File: src/design/opwr_pkg.sv
package opwr_pkg;

    localparam int CODE_BITS  = 32;
    localparam int HALF_BITS  = 2 * CODE_BITS;
    localparam int STEP_DONE  = 2 * HALF_BITS + 2;
    localparam int STEP_W     = $clog2(STEP_DONE + 1);
    localparam int HALF_IDX_W = $clog2(HALF_BITS);

    localparam int DUR_W      = 16;
    localparam int CODE_W     = 32;
    localparam int UNIT_W     = 4;
    localparam int SENDER_W   = 26;
    localparam int CFG_IDX_W  = 3;

    localparam int QUEUE_DEPTH = 2;
    localparam int QPTR_W      = $clog2(QUEUE_DEPTH);
    localparam int QCNT_W      = $clog2(QUEUE_DEPTH + 1);

    // configuration register indexes
    localparam logic [CFG_IDX_W-1:0] REG_ACCEPT_MIN = 3'd0;
    localparam logic [CFG_IDX_W-1:0] REG_ACCEPT_MAX = 3'd1;
    localparam logic [CFG_IDX_W-1:0] REG_HIGH_MIN   = 3'd2;
    localparam logic [CFG_IDX_W-1:0] REG_HIGH_MAX   = 3'd3;
    localparam logic [CFG_IDX_W-1:0] REG_SHORT_MAX  = 3'd4;
    localparam logic [CFG_IDX_W-1:0] REG_LONG_MIN   = 3'd5;
    localparam logic [CFG_IDX_W-1:0] REG_LONG_MAX   = 3'd6;
    localparam logic [CFG_IDX_W-1:0] REG_SYNC_MIN   = 3'd7;

    localparam logic [DUR_W-1:0] RST_ACCEPT_MIN = 16'd432;
    localparam logic [DUR_W-1:0] RST_ACCEPT_MAX = 16'd5585;
    localparam logic [DUR_W-1:0] RST_HIGH_MIN   = 16'd495;
    localparam logic [DUR_W-1:0] RST_HIGH_MAX   = 16'd640;
    localparam logic [DUR_W-1:0] RST_SHORT_MAX  = 16'd650;
    localparam logic [DUR_W-1:0] RST_LONG_MIN   = 16'd2340;
    localparam logic [DUR_W-1:0] RST_LONG_MAX   = 16'd2860;
    localparam logic [DUR_W-1:0] RST_SYNC_MIN   = 16'd4815;

    // classified word handed from front to back
    typedef struct packed {
        logic release_code;
        logic in_accept;
        logic high;
        logic short_low;
        logic long_low;
        logic sync_ok;
    } pulse_class_t;

    function automatic logic in_window(logic [DUR_W-1:0] d, logic [DUR_W-1:0] lo,
                                       logic [DUR_W-1:0] hi);
        return (lo < d) && (d < hi);
    endfunction

endpackage

File: src/design/opwr_front.sv
module opwr_front (
    input  logic                             aclk,
    input  logic                             aresetn,
    input  logic                             s_valid,
    output logic                             s_ready,
    input  logic                             s_cmd,
    input  logic [opwr_pkg::DUR_W-1:0]       s_duration,
    input  logic                             cfg_valid,
    output logic                             cfg_ready,
    input  logic [opwr_pkg::CFG_IDX_W-1:0]   cfg_index,
    input  logic [opwr_pkg::DUR_W-1:0]       cfg_data,
    input  logic                             q_full,
    output logic                             q_push,
    output opwr_pkg::pulse_class_t           q_item
);
    import opwr_pkg::*;

    logic [DUR_W-1:0] accept_min_reg, accept_max_reg, high_min_reg, high_max_reg;
    logic [DUR_W-1:0] short_max_reg, long_min_reg, long_max_reg, sync_min_reg;

    assign cfg_ready = 1'b1;
    assign s_ready   = !q_full;
    assign q_push    = s_valid && !q_full;

    always_ff @(posedge aclk) begin
        if (!aresetn) begin
            accept_min_reg <= RST_ACCEPT_MIN;
            accept_max_reg <= RST_ACCEPT_MAX;
            high_min_reg   <= RST_HIGH_MIN;
            high_max_reg   <= RST_HIGH_MAX;
            short_max_reg  <= RST_SHORT_MAX;
            long_min_reg   <= RST_LONG_MIN;
            long_max_reg   <= RST_LONG_MAX;
            sync_min_reg   <= RST_SYNC_MIN;
        end else if (cfg_valid) begin
            unique case (cfg_index)
                REG_ACCEPT_MIN: accept_min_reg <= cfg_data;
                REG_ACCEPT_MAX: accept_max_reg <= cfg_data;
                REG_HIGH_MIN:   high_min_reg   <= cfg_data;
                REG_HIGH_MAX:   high_max_reg   <= cfg_data;
                REG_SHORT_MAX:  short_max_reg  <= cfg_data;
                REG_LONG_MIN:   long_min_reg   <= cfg_data;
                REG_LONG_MAX:   long_max_reg   <= cfg_data;
                REG_SYNC_MIN:   sync_min_reg   <= cfg_data;
                default: ;
            endcase
        end
    end

    always_comb begin
        q_item.release_code = s_cmd;
        q_item.in_accept    = in_window(s_duration, accept_min_reg, accept_max_reg);
        q_item.high         = in_window(s_duration, high_min_reg, high_max_reg);
        q_item.short_low    = in_window(s_duration, accept_min_reg, short_max_reg);
        q_item.long_low     = in_window(s_duration, long_min_reg, long_max_reg);
        q_item.sync_ok      = s_duration > sync_min_reg;
    end

endmodule

File: src/design/opwr_queue.sv
module opwr_queue (
    input  logic                   aclk,
    input  logic                   aresetn,
    input  logic                   push,
    input  opwr_pkg::pulse_class_t din,
    output logic                   full,
    input  logic                   pop,
    output opwr_pkg::pulse_class_t dout,
    output logic                   empty
);
    import opwr_pkg::*;

    pulse_class_t      mem_reg [QUEUE_DEPTH];
    logic [QPTR_W-1:0] wr_ptr_reg, rd_ptr_reg;
    logic [QCNT_W-1:0] count_reg;

    assign full  = count_reg == QCNT_W'(QUEUE_DEPTH);
    assign empty = count_reg == '0;
    assign dout  = mem_reg[rd_ptr_reg];

    always_ff @(posedge aclk) begin
        if (push) begin
            mem_reg[wr_ptr_reg] <= din;
        end
    end

    always_ff @(posedge aclk) begin
        if (!aresetn) begin
            wr_ptr_reg <= '0;
            rd_ptr_reg <= '0;
            count_reg  <= '0;
        end else begin
            if (push) begin
                wr_ptr_reg <= (wr_ptr_reg == QPTR_W'(QUEUE_DEPTH - 1)) ? '0 : wr_ptr_reg + 1'b1;
            end
            if (pop) begin
                rd_ptr_reg <= (rd_ptr_reg == QPTR_W'(QUEUE_DEPTH - 1)) ? '0 : rd_ptr_reg + 1'b1;
            end
            if (push && !pop) begin
                count_reg <= count_reg + 1'b1;
            end else if (pop && !push) begin
                count_reg <= count_reg - 1'b1;
            end
        end
    end

endmodule

File: src/design/opwr_back.sv
module opwr_back (
    input  logic                          aclk,
    input  logic                          aresetn,
    input  logic                          q_empty,
    input  opwr_pkg::pulse_class_t        q_item,
    output logic                          q_pop,
    output logic                          m_valid,
    input  logic                          m_ready,
    output logic                          res_frame_ready,
    output logic [opwr_pkg::CODE_W-1:0]   res_code,
    output logic                          res_ignored
);
    import opwr_pkg::*;

    logic [STEP_W-1:0]     step_reg, step_next, step_mid, step_m3;
    logic [HALF_BITS-1:0]  half_reg, half_next, half_upd;
    logic [CODE_BITS-1:0]  code_reg, code_next, decoded;
    logic [HALF_IDX_W-1:0] k;
    logic                  pair_ok, ignored;

    logic                  m_valid_reg;
    logic                  frame_ready_reg, ignored_reg;
    logic [CODE_W-1:0]     code_out_reg;

    assign q_pop           = !q_empty && (!m_valid_reg || m_ready);
    assign m_valid         = m_valid_reg;
    assign res_frame_ready = frame_ready_reg;
    assign res_code        = code_out_reg;
    assign res_ignored     = ignored_reg;

    // half-bit store with the current low written, then the fixed pair check
    always_comb begin
        step_m3     = step_reg - STEP_W'(3);
        k           = step_m3[HALF_IDX_W:1];
        half_upd    = half_reg;
        half_upd[k] = !q_item.short_low;
        pair_ok     = 1'b1;
        decoded     = '0;
        for (int i = 0; i < CODE_BITS; i++) begin
            pair_ok = pair_ok & (half_upd[2*i] ^ half_upd[2*i+1]);
            decoded[CODE_BITS-1-i] = half_upd[2*i];
        end
    end

    always_comb begin
        step_next = step_reg;
        half_next = half_reg;
        code_next = code_reg;
        step_mid  = step_reg;
        ignored   = 1'b0;
        if (q_item.release_code) begin
            step_next = '0;
            half_next = '0;
            code_next = '0;
        end else if (step_reg == STEP_W'(STEP_DONE) || !q_item.in_accept) begin
            ignored = 1'b1;
        end else begin
            if (step_reg >= STEP_W'(2)) begin
                if (!step_reg[0]) begin
                    step_mid = q_item.high ? step_reg + 1'b1 : '0;
                end else if (q_item.short_low || q_item.long_low) begin
                    half_next = half_upd;
                    step_mid  = step_reg + 1'b1;
                end else begin
                    step_mid = '0;
                end
                if (step_mid == STEP_W'(STEP_DONE)) begin
                    if (pair_ok) begin
                        code_next = decoded;
                    end else begin
                        step_mid  = '0;
                        half_next = '0;
                        code_next = '0;
                    end
                end
            end else if (step_reg == STEP_W'(1)) begin
                step_mid = q_item.sync_ok ? STEP_W'(2) : '0;
            end
            // a pulse that resets the frame may itself open the next one
            step_next = (step_mid == '0 && q_item.high) ? STEP_W'(1) : step_mid;
        end
    end

    always_ff @(posedge aclk) begin
        if (!aresetn) begin
            step_reg    <= '0;
            half_reg    <= '0;
            code_reg    <= '0;
            m_valid_reg <= 1'b0;
        end else begin
            if (q_pop) begin
                step_reg    <= step_next;
                half_reg    <= half_next;
                code_reg    <= code_next;
                m_valid_reg <= 1'b1;
            end else if (m_ready) begin
                m_valid_reg <= 1'b0;
            end
        end
    end

    always_ff @(posedge aclk) begin
        if (q_pop) begin
            frame_ready_reg <= step_next == STEP_W'(STEP_DONE);
            code_out_reg    <= (step_next == STEP_W'(STEP_DONE)) ? CODE_W'(code_next) : '0;
            ignored_reg     <= ignored;
        end
    end

endmodule

File: src/design/ook_pulse_width_remote_decoder_unit.sv
// OOK pulse-width remote decoder. Each input word is either a pulse duration in
// timer ticks (cmd 0) or a release of the held code (cmd 1); every word returns
// exactly one result word with the held code, its unit/on-off/group/sender
// fields and a flag telling whether the pulse was dropped. A frame is a high,
// a long sync low, then 64 high/low pairs whose lows carry half-bits; pairs
// 01/10 decode to 0/1, anything else discards the frame. A decoded code stays
// held, with pulses dropped, until a release word. Throughput is one word per
// clock unless the result output stalls, set by the state update: the front
// stage classifies the duration against the window registers, a two-entry
// queue decouples it from the state update, and the result word reaches the
// output register through the queue. A stalled result output fills the queue
// and then drops s_ready. The user must write the window registers through the
// cfg port only while the block is idle; the block itself does not enforce it.
module ook_pulse_width_remote_decoder_unit (
    input  logic                               aclk,
    input  logic                               aresetn,
    input  logic                               s_valid,
    output logic                               s_ready,
    input  logic                               s_cmd,
    input  logic [opwr_pkg::DUR_W-1:0]         s_duration,
    output logic                               m_valid,
    input  logic                               m_ready,
    output logic                               m_frame_ready,
    output logic [opwr_pkg::CODE_W-1:0]        m_code_word,
    output logic [opwr_pkg::UNIT_W-1:0]        m_device_unit,
    output logic                               m_on_off,
    output logic                               m_group_flag,
    output logic [opwr_pkg::SENDER_W-1:0]      m_sender_id,
    output logic                               m_pulse_ignored,
    input  logic                               cfg_valid,
    output logic                               cfg_ready,
    input  logic [opwr_pkg::CFG_IDX_W-1:0]     cfg_index,
    input  logic [opwr_pkg::DUR_W-1:0]         cfg_data
);
    import opwr_pkg::*;

    pulse_class_t push_item, pop_item;
    logic         q_push, q_pop, q_full, q_empty;

    opwr_front u_front (
        .aclk       (aclk),
        .aresetn    (aresetn),
        .s_valid    (s_valid),
        .s_ready    (s_ready),
        .s_cmd      (s_cmd),
        .s_duration (s_duration),
        .cfg_valid  (cfg_valid),
        .cfg_ready  (cfg_ready),
        .cfg_index  (cfg_index),
        .cfg_data   (cfg_data),
        .q_full     (q_full),
        .q_push     (q_push),
        .q_item     (push_item)
    );

    opwr_queue u_queue (
        .aclk    (aclk),
        .aresetn (aresetn),
        .push    (q_push),
        .din     (push_item),
        .full    (q_full),
        .pop     (q_pop),
        .dout    (pop_item),
        .empty   (q_empty)
    );

    opwr_back u_back (
        .aclk            (aclk),
        .aresetn         (aresetn),
        .q_empty         (q_empty),
        .q_item          (pop_item),
        .q_pop           (q_pop),
        .m_valid         (m_valid),
        .m_ready         (m_ready),
        .res_frame_ready (m_frame_ready),
        .res_code        (m_code_word),
        .res_ignored     (m_pulse_ignored)
    );

    assign m_device_unit = m_code_word[UNIT_W-1:0];
    assign m_on_off      = m_code_word[UNIT_W];
    assign m_group_flag  = m_code_word[UNIT_W+1];
    assign m_sender_id   = m_code_word[CODE_W-1:CODE_W-SENDER_W];

endmodule

File: config.mk
export PLATFORM = sky130hd
export DESIGN_NAME = ook_pulse_width_remote_decoder_unit
export DESIGN_NICKNAME = d
export VERILOG_FILES = /design/src/design/opwr_pkg.sv /design/src/design/opwr_front.sv /design/src/design/opwr_queue.sv /design/src/design/opwr_back.sv /design/src/design/ook_pulse_width_remote_decoder_unit.sv
export SDC_FILE = /design/constraint.sdc
export NUM_CORES = 1
export LEC_CHECK = 0
export BUFFER_PORTS_ARGS = -buffer_cell sky130_fd_sc_hd__buf_4
export CORE_MARGIN = 2
export CORE_UTILIZATION = 40
export CTS_BUF_LIST = sky130_fd_sc_hd__clkbuf_8 sky130_fd_sc_hd__clkbuf_16
export CTS_CLUSTER_DIAMETER = 150
export CTS_CLUSTER_SIZE = 14
export DETAILED_ROUTE_END_ITERATION = 8
export GPL_TIMING_DRIVEN = 0
export PLACE_DENSITY = 0.57
export SLEW_MARGIN = 20
export SYNTH_ARGS = -nofsm -noshare
export SYNTH_HDL_FRONTEND = slang
export SYNTH_SLANG_ARGS = --single-unit
File: constraint.sdc
create_clock -name aclk -period 10.2 [get_ports aclk]
set_input_delay 2.04 -clock aclk [delete_from_list [all_inputs] [get_ports aclk]]
set_output_delay 2.04 -clock aclk [all_outputs]
set_load 0.02 [all_outputs]
==> impl_metrics.json, run 1 <==
{
  "cp.arrival_ns": 7.50,
  "max-vdd-ir-drop_uv": 109,
  "combPwrFrac": 0.361,
  "synth_nets": 2357,
  "min_period_ns": 7.08,
  "synth-edff-count": 46,
  "initial_core_util": 0.405,
  "fin_skew_ns": 0.0360,
  "cts_buffer_depth": 3,
  "numCtsBuffers": 24,
  "drt-met1-wl_um": 25100,
  "clk_pin_slew_ns": 0.09,
  "critical_path_required_ns": 10.62,
  "yosysWarnings": 0,
  "gp_congestion": 0.975,
  "post-route-util": 0.454,
  "fin_crit_sh": 0.694,
  "hold_path_class": "flip-flop to flip-flop",
  "viasPerCell": 5.52,
  "worstMarginPinSlew_ns": 1.12,
  "ys_ff_latch": 284,
  "grt_usage": 0.260,
  "reg2reg_setup_slack_ns": 3.12,
  "hold_slack_ns": 0.462,
  "clock-sinks": 284,
  "layout_commonest_cell": "nand2_1",
  "met3_length_um": 3470,
  "crit_path_start_kind": "flip-flop",
  "seqPwrFrac": 0.383,
  "p_leak_uw": 0.00759,
  "antennaDiodeCount": 0,
  "crit_start": "u_back.step_reg[0]",
  "slew_violations": 0,
  "area_growth_pct": 12.0,
  "cp-endpoint": "u_back.res_code[30]",
  "syn_area_per_cell_sq_um": 7.99,
  "setup-violations-final": 0,
  "drc_errors": 0,
  "die_h_um": 213,
  "ant_nets": 0,
  "layout_common_cells": "nand2_1 (419), dfxtp_1 (238), o21ai_0 (221), buf_4 (136), ha_1 (125)",
  "setup_tns_ns": 0,
  "grt-ovfl-total": 0,
  "vias": 16000,
  "max_freq_mhz": 141,
  "regToRegStartpoint": "u_back.step_reg[0]",
  "antenna_found_initial": 0,
  "relSlewSlack": 0.249,
  "powerDensity_mw_per_mm2": 174,
  "hold_viol": 0,
  "max_cap_viol_count": 0,
  "hold_start": "u_front.short_max_reg[4]",
  "first_pass_iters": 6,
  "drt_iter0_drc": 1143,
  "drt_wl_total_um": 59700,
  "cellInternalPower_uw": 2130,
  "met2_length_um": 28800,
  "critPathKind": "flip-flop to flip-flop",
  "first_global_vias": 15100,
  "cts_max_level": 1,
  "r2r_cells": 18,
  "num_rows": 76,
  "postCtsSetupBuffers": 0,
  "die-area_sq_mm": 0.0455,
  "worst_setup_path_end_kind": "flip-flop",
  "io_buffers": 88,
  "critPathMaxFanout": 10,
  "grt_max_degree": 39,
  "nets": 2472,
  "clkLatencyLatePin_ns": 0.57,
  "dr.max_layer_used": "met4",
  "ios": 110,
  "p_clk_frac": 0.257,
  "swShare": 0.376,
  "async_flop_share": 0,
  "largest_reg_flops": 64,
  "run_status": "completed",
  "core_sq_mm": 0.0432,
  "ctsResizeCount": 0,
  "ys_seq_area_frac": 0.351,
  "drive_gt1_frac": 0.0946,
  "syn-instance-count": 2191,
  "wl_per_cell_um": 20.6,
  "hold_buffers": 0,
  "netlist_area_sq_mm": 0.0175,
  "cts_tree": "built",
  "rsz0062_at_grt": "no",
  "dpl.hpwl_um": 45200,
  "ys_types": 83,
  "root_buffer": "clkbuf_16",
  "p_sw_uw": 1290,
  "synth_top_flop_cell": "dfxtp_1",
  "reg2reg_to": "u_back.res_code[30]",
  "grt_pass1_wl_um": 90200,
  "die_width_um": 213
}
-- worst max-delay path, cell delays in order (launching register included) --
cell,delay (ns)
dfxtp_1,0.40
buf_2,0.24
clkbuf_1,0.45
inv_1,0.34
ha_1,0.37
clkbuf_1,0.56
clkbuf_1,0.64
mux2i_1,0.35
xnor2_1,0.19
a21oi_1,0.07
o41ai_1,0.34
o311ai_0,0.27
a2111oi_0,0.54
nand4_1,0.28
nor4_4,0.53
a21oi_1,0.18
nor3_2,0.67
buf_2,0.32
and2_1,0.16
-- power by group through the flow --
stage                     clock, uW  sequential (uW)  combinational [uW]
after global routing            930             1320                1320
after global placement            0             1330                1200
after detailed placement          0             1330                1220
after floorplan                   0             1400                 686
final                           878             1310                1230
after CTS                       893             1310                1220
-- worst min path at each step --
| stage | end | slack [ns] | cells after the start |
|---|---|---|---|
| 2_1_floorplan | u_back.half_reg[57] | 0.42 | 2 |
| 3_3_place_gp | u_back.half_reg[57] | 0.44 | 2 |
| 6_report | u_front.short_max_reg[4] | 0.46 | 2 |
| 3_5_place_dp | u_front.accept_min_reg[0] | 0.46 | 2 |
| 5_1_grt | u_front.accept_min_reg[0] | 0.48 | 2 |
| 4_1_cts | u_front.short_max_reg[4] | 0.46 | 2 |
-- layout make-up --
cell class,count,area (sq um)
inverters,104,392
plain buffers,183,911
multi-input cells,1620,10100
fillers,4417,23600
flip-flops and latches,284,6150
clock buffers,25,626
clock inverters,10,45.0
well taps,585,732
repair buffers,89,681
-- routing by layer --
metal  GRT usage  vias to the layer above
met5           0                        -
met4      0.0984                        0
met3      0.0302                      111
met2       0.453                      526
met1       0.330                     7603
li1            -                     7766
-- per-stage QoR --
stage	instance area (sq um)	cells	worst slack, ns	total power, uW
floorplan	17500	2191	5.24	2080
global placement	18900	2864	3.25	2530
detailed placement	18900	2865	3.31	2550
CTS	19600	2900	3.26	3430
global route	19600	2900	2.87	3570
finish	19600	2900	3.12	3420
-- logic make-up after synthesis --
family,after synthesis,share of synthesized area
DFF,284,0.351
and+or+nand+nor,796,0.207
other,1,0.000214
adders and majority gates,125,0.0893
AOI/OAI and AO/OA,576,0.211
muxes,68,0.0393
xor gates and xnor gates,54,0.0270
buffers and inverters,287,0.0743
-- cells in the mapped netlist, types with 7 or more instances --
cell	count	area [sq um]
nand2_1	419	1570
dfxtp_1	238	4760
o21ai_0	222	1110
ha_1	125	1560
nor2_1	112	420
clkbuf_1	104	390
inv_1	103	387
a21boi_0	94	706
and2_1	77	482
a21oi_1	72	360
mux2i_1	62	621
buf_4	48	360
edfxtp_1	46	1380
xnor2_1	42	368
nand3_1	37	185
a21o_1	34	255
nor3_1	33	165
o211ai_1	27	203
nor2b_1	24	150
nand2b_1	21	131
nand4_1	21	131
buf_2	18	90.1
o311ai_0	15	131
o21a_1	14	105
xor2_1	12	105
o2111ai_1	10	87.6
a211oi_1	8	60.1
or3_1	8	50.1
nand3b_1	7	52.6
nor4_1	7	43.8
or2_2	7	43.8
Note: power is estimated with default switching activity, not from simulation.
==> inputs of run 2 (changes only) <==
==> constraint.sdc (replaced) <==
create_clock -name aclk -period 7.2 [get_ports aclk]
set_input_delay 1.44 -clock aclk [delete_from_list [all_inputs] [get_ports aclk]]
set_output_delay 1.44 -clock aclk [all_outputs]
set_load 0.02 [all_outputs]
==> run 2 against run 1 <==
Against the previous run: sequential share of layout area about the same; design area about the same; combinational power up 42%; critical path type unchanged; routed wire length is 0.12% lower; highest routed layer unchanged; maximum frequency increased by 4.5%; clock power rose by 41%; first-iteration DRC count shrank 2.4%; sequential cell count unchanged; count of clock-buffer cells in the layout unchanged; largest power group unchanged; register-to-register slack got worse by 2.7 ns; global-route usage stayed put; via count about the same.
==> impl_metrics.json, run 2 (synthesis results as in run 1) <==
{
  "first_global_vias": 15100,
  "first_pass_iters": 5,
  "critical_path_required_ns": 7.63,
  "io_buffers": 88,
  "worst_setup_path_end_kind": "flip-flop",
  "hold_path_class": "flip-flop to flip-flop",
  "hold_viol": 0,
  "r2r_cells": 18,
  "grt_pass1_wl_um": 90200,
  "area_growth_pct": 12.1,
  "die_h_um": 213,
  "grt_usage": 0.260,
  "drt_iter0_drc": 1116,
  "initial_core_util": 0.405,
  "worstMarginPinSlew_ns": 1.12,
  "post-route-util": 0.454,
  "core_sq_mm": 0.0432,
  "root_buffer": "clkbuf_16",
  "die_width_um": 213,
  "setup_tns_ns": 0,
  "slew_violations": 0,
  "max-vdd-ir-drop_uv": 154,
  "hold_buffers": 0,
  "cp.arrival_ns": 7.20,
  "numCtsBuffers": 24,
  "pre_cts_slack_ns": 0.313,
  "dp.cells": 2865,
  "max_cap_viol_count": 0,
  "fin_crit_sh": 0.941,
  "drc_errors": 0,
  "final-instance-count-excl-fill": 2900,
  "cts_buffer_depth": 3,
  "grt-ovfl-total": 0,
  "drt_wl_total_um": 59600,
  "crit_start": "u_back.step_reg[0]",
  "gp_congestion": 0.975,
  "reg2reg_to": "u_back.res_code[3]",
  "clkLatencyLatePin_ns": 0.57,
  "min_period_ns": 6.77,
  "viasPerCell": 5.52,
  "wl_per_cell_um": 20.5,
  "dpl.hpwl_um": 45200,
  "cts_tree": "built",
  "setup-violations-final": 0,
  "vias": 16000,
  "layout_common_cells": "nand2_1 (419), dfxtp_1 (238), o21ai_0 (221), buf_4 (136), ha_1 (125)",
  "powerDensity_mw_per_mm2": 247,
  "cts_max_level": 1,
  "postCtsSetupBuffers": 0,
  "drive_gt1_frac": 0.0955,
  "rsz0062_at_grt": "no",
  "nets": 2472,
  "critPathMaxFanout": 10,
  "ios": 110,
  "cp-endpoint": "u_back.res_code[3]",
  "grt_max_degree": 39,
  "fin_skew_ns": 0.0330,
  "critPathKind": "flip-flop to flip-flop",
  "die-area_sq_mm": 0.0455,
  "layout_commonest_cell": "nand2_1",
  "relSlewSlack": 0.246,
  "p_leak_uw": 0.00760,
  "setup_ws_ns": 0.426,
  "crit_path_start_kind": "flip-flop",
  "antennaDiodeCount": 0,
  "num_rows": 76,
  "regToRegStartpoint": "u_back.step_reg[0]",
  "p_total_uw": 4840,
  "clk_pin_slew_ns": 0.09,
  "antenna_found_initial": 0,
  "largest_reg_flops": 64,
  "reg2reg_setup_slack_ns": 0.43,
  "ant_nets": 0,
  "max_freq_mhz": 148,
  "run_status": "completed",
  "clock-sinks": 284
}
## run 2: worst min-delay path by stage
stage | startpoint | to | cells after the start
finish | u_front.short_max_reg[4] | u_front.short_max_reg[4] | 2
floorplan | u_back.half_reg[57] | u_back.half_reg[57] | 2
global route | u_front.accept_min_reg[0] | u_front.accept_min_reg[0] | 2
CTS | u_front.short_max_reg[4] | u_front.short_max_reg[4] | 2
detailed placement | u_front.accept_min_reg[0] | u_front.accept_min_reg[0] | 2
global placement | u_back.half_reg[57] | u_back.half_reg[57] | 2
## run 2: metrics by stage
step	hold slack, ns	area [sq um]
after floorplan	0.424	17500
after global placement	0.438	18900
after detailed placement	0.456	18900
after CTS	0.465	19600
after global routing	0.482	19600
final	0.462	19600
## run 2: repair_timing
action,4_1_cts,5_1_grt
endpoints found under the setup margin,0,29
gates resized for setup,0,4
hold endpoints to repair,0,0
## run 2: power by group
group	total [uW]	switching [uW]	internal, uW
Clock	1240	618	620
Combinational	1750	1120	629
Sequential	1850	80.5	1770
Total	4840	1820	3020
## run 2: metal layers
| layer | global-route usage | part of all wire | vias up |
|---|---|---|---|
| li1 | - | - | 7769 |
| met1 | 0.330 | 0.43 | 7627 |
| met2 | 0.453 | 0.48 | 502 |
| met3 | 0.0302 | 0.052 | 111 |
| met4 | 0.0984 | 0.039 | 0 |
| met5 | 0 | 0 | - |
## run 2: cell type report
type	count	area [sq um]
tap	585	732
clock inverter	10	45.0
fill	4414	23600
inverter	104	392
timing repair buffer	89	681
sequential	284	6150
buffer	183	912
multi-input combinational	1620	10100
clock buffer	25	626
## run 2: critical path, cell delays in order, from the launching register on
cell	delay (ns)
dfxtp_1	0.40
buf_2	0.24
clkbuf_1	0.44
inv_1	0.33
ha_1	0.37
clkbuf_1	0.54
inv_1	0.16
clkbuf_1	0.38
nand2_1	0.39
a211oi_1	0.09
o41ai_1	0.40
o311ai_0	0.28
a2111oi_0	0.55
nand4_1	0.30
nor4_4	0.53
nand3_1	0.41
clkbuf_1	0.35
o21ai_0	0.28
and2_1	0.15
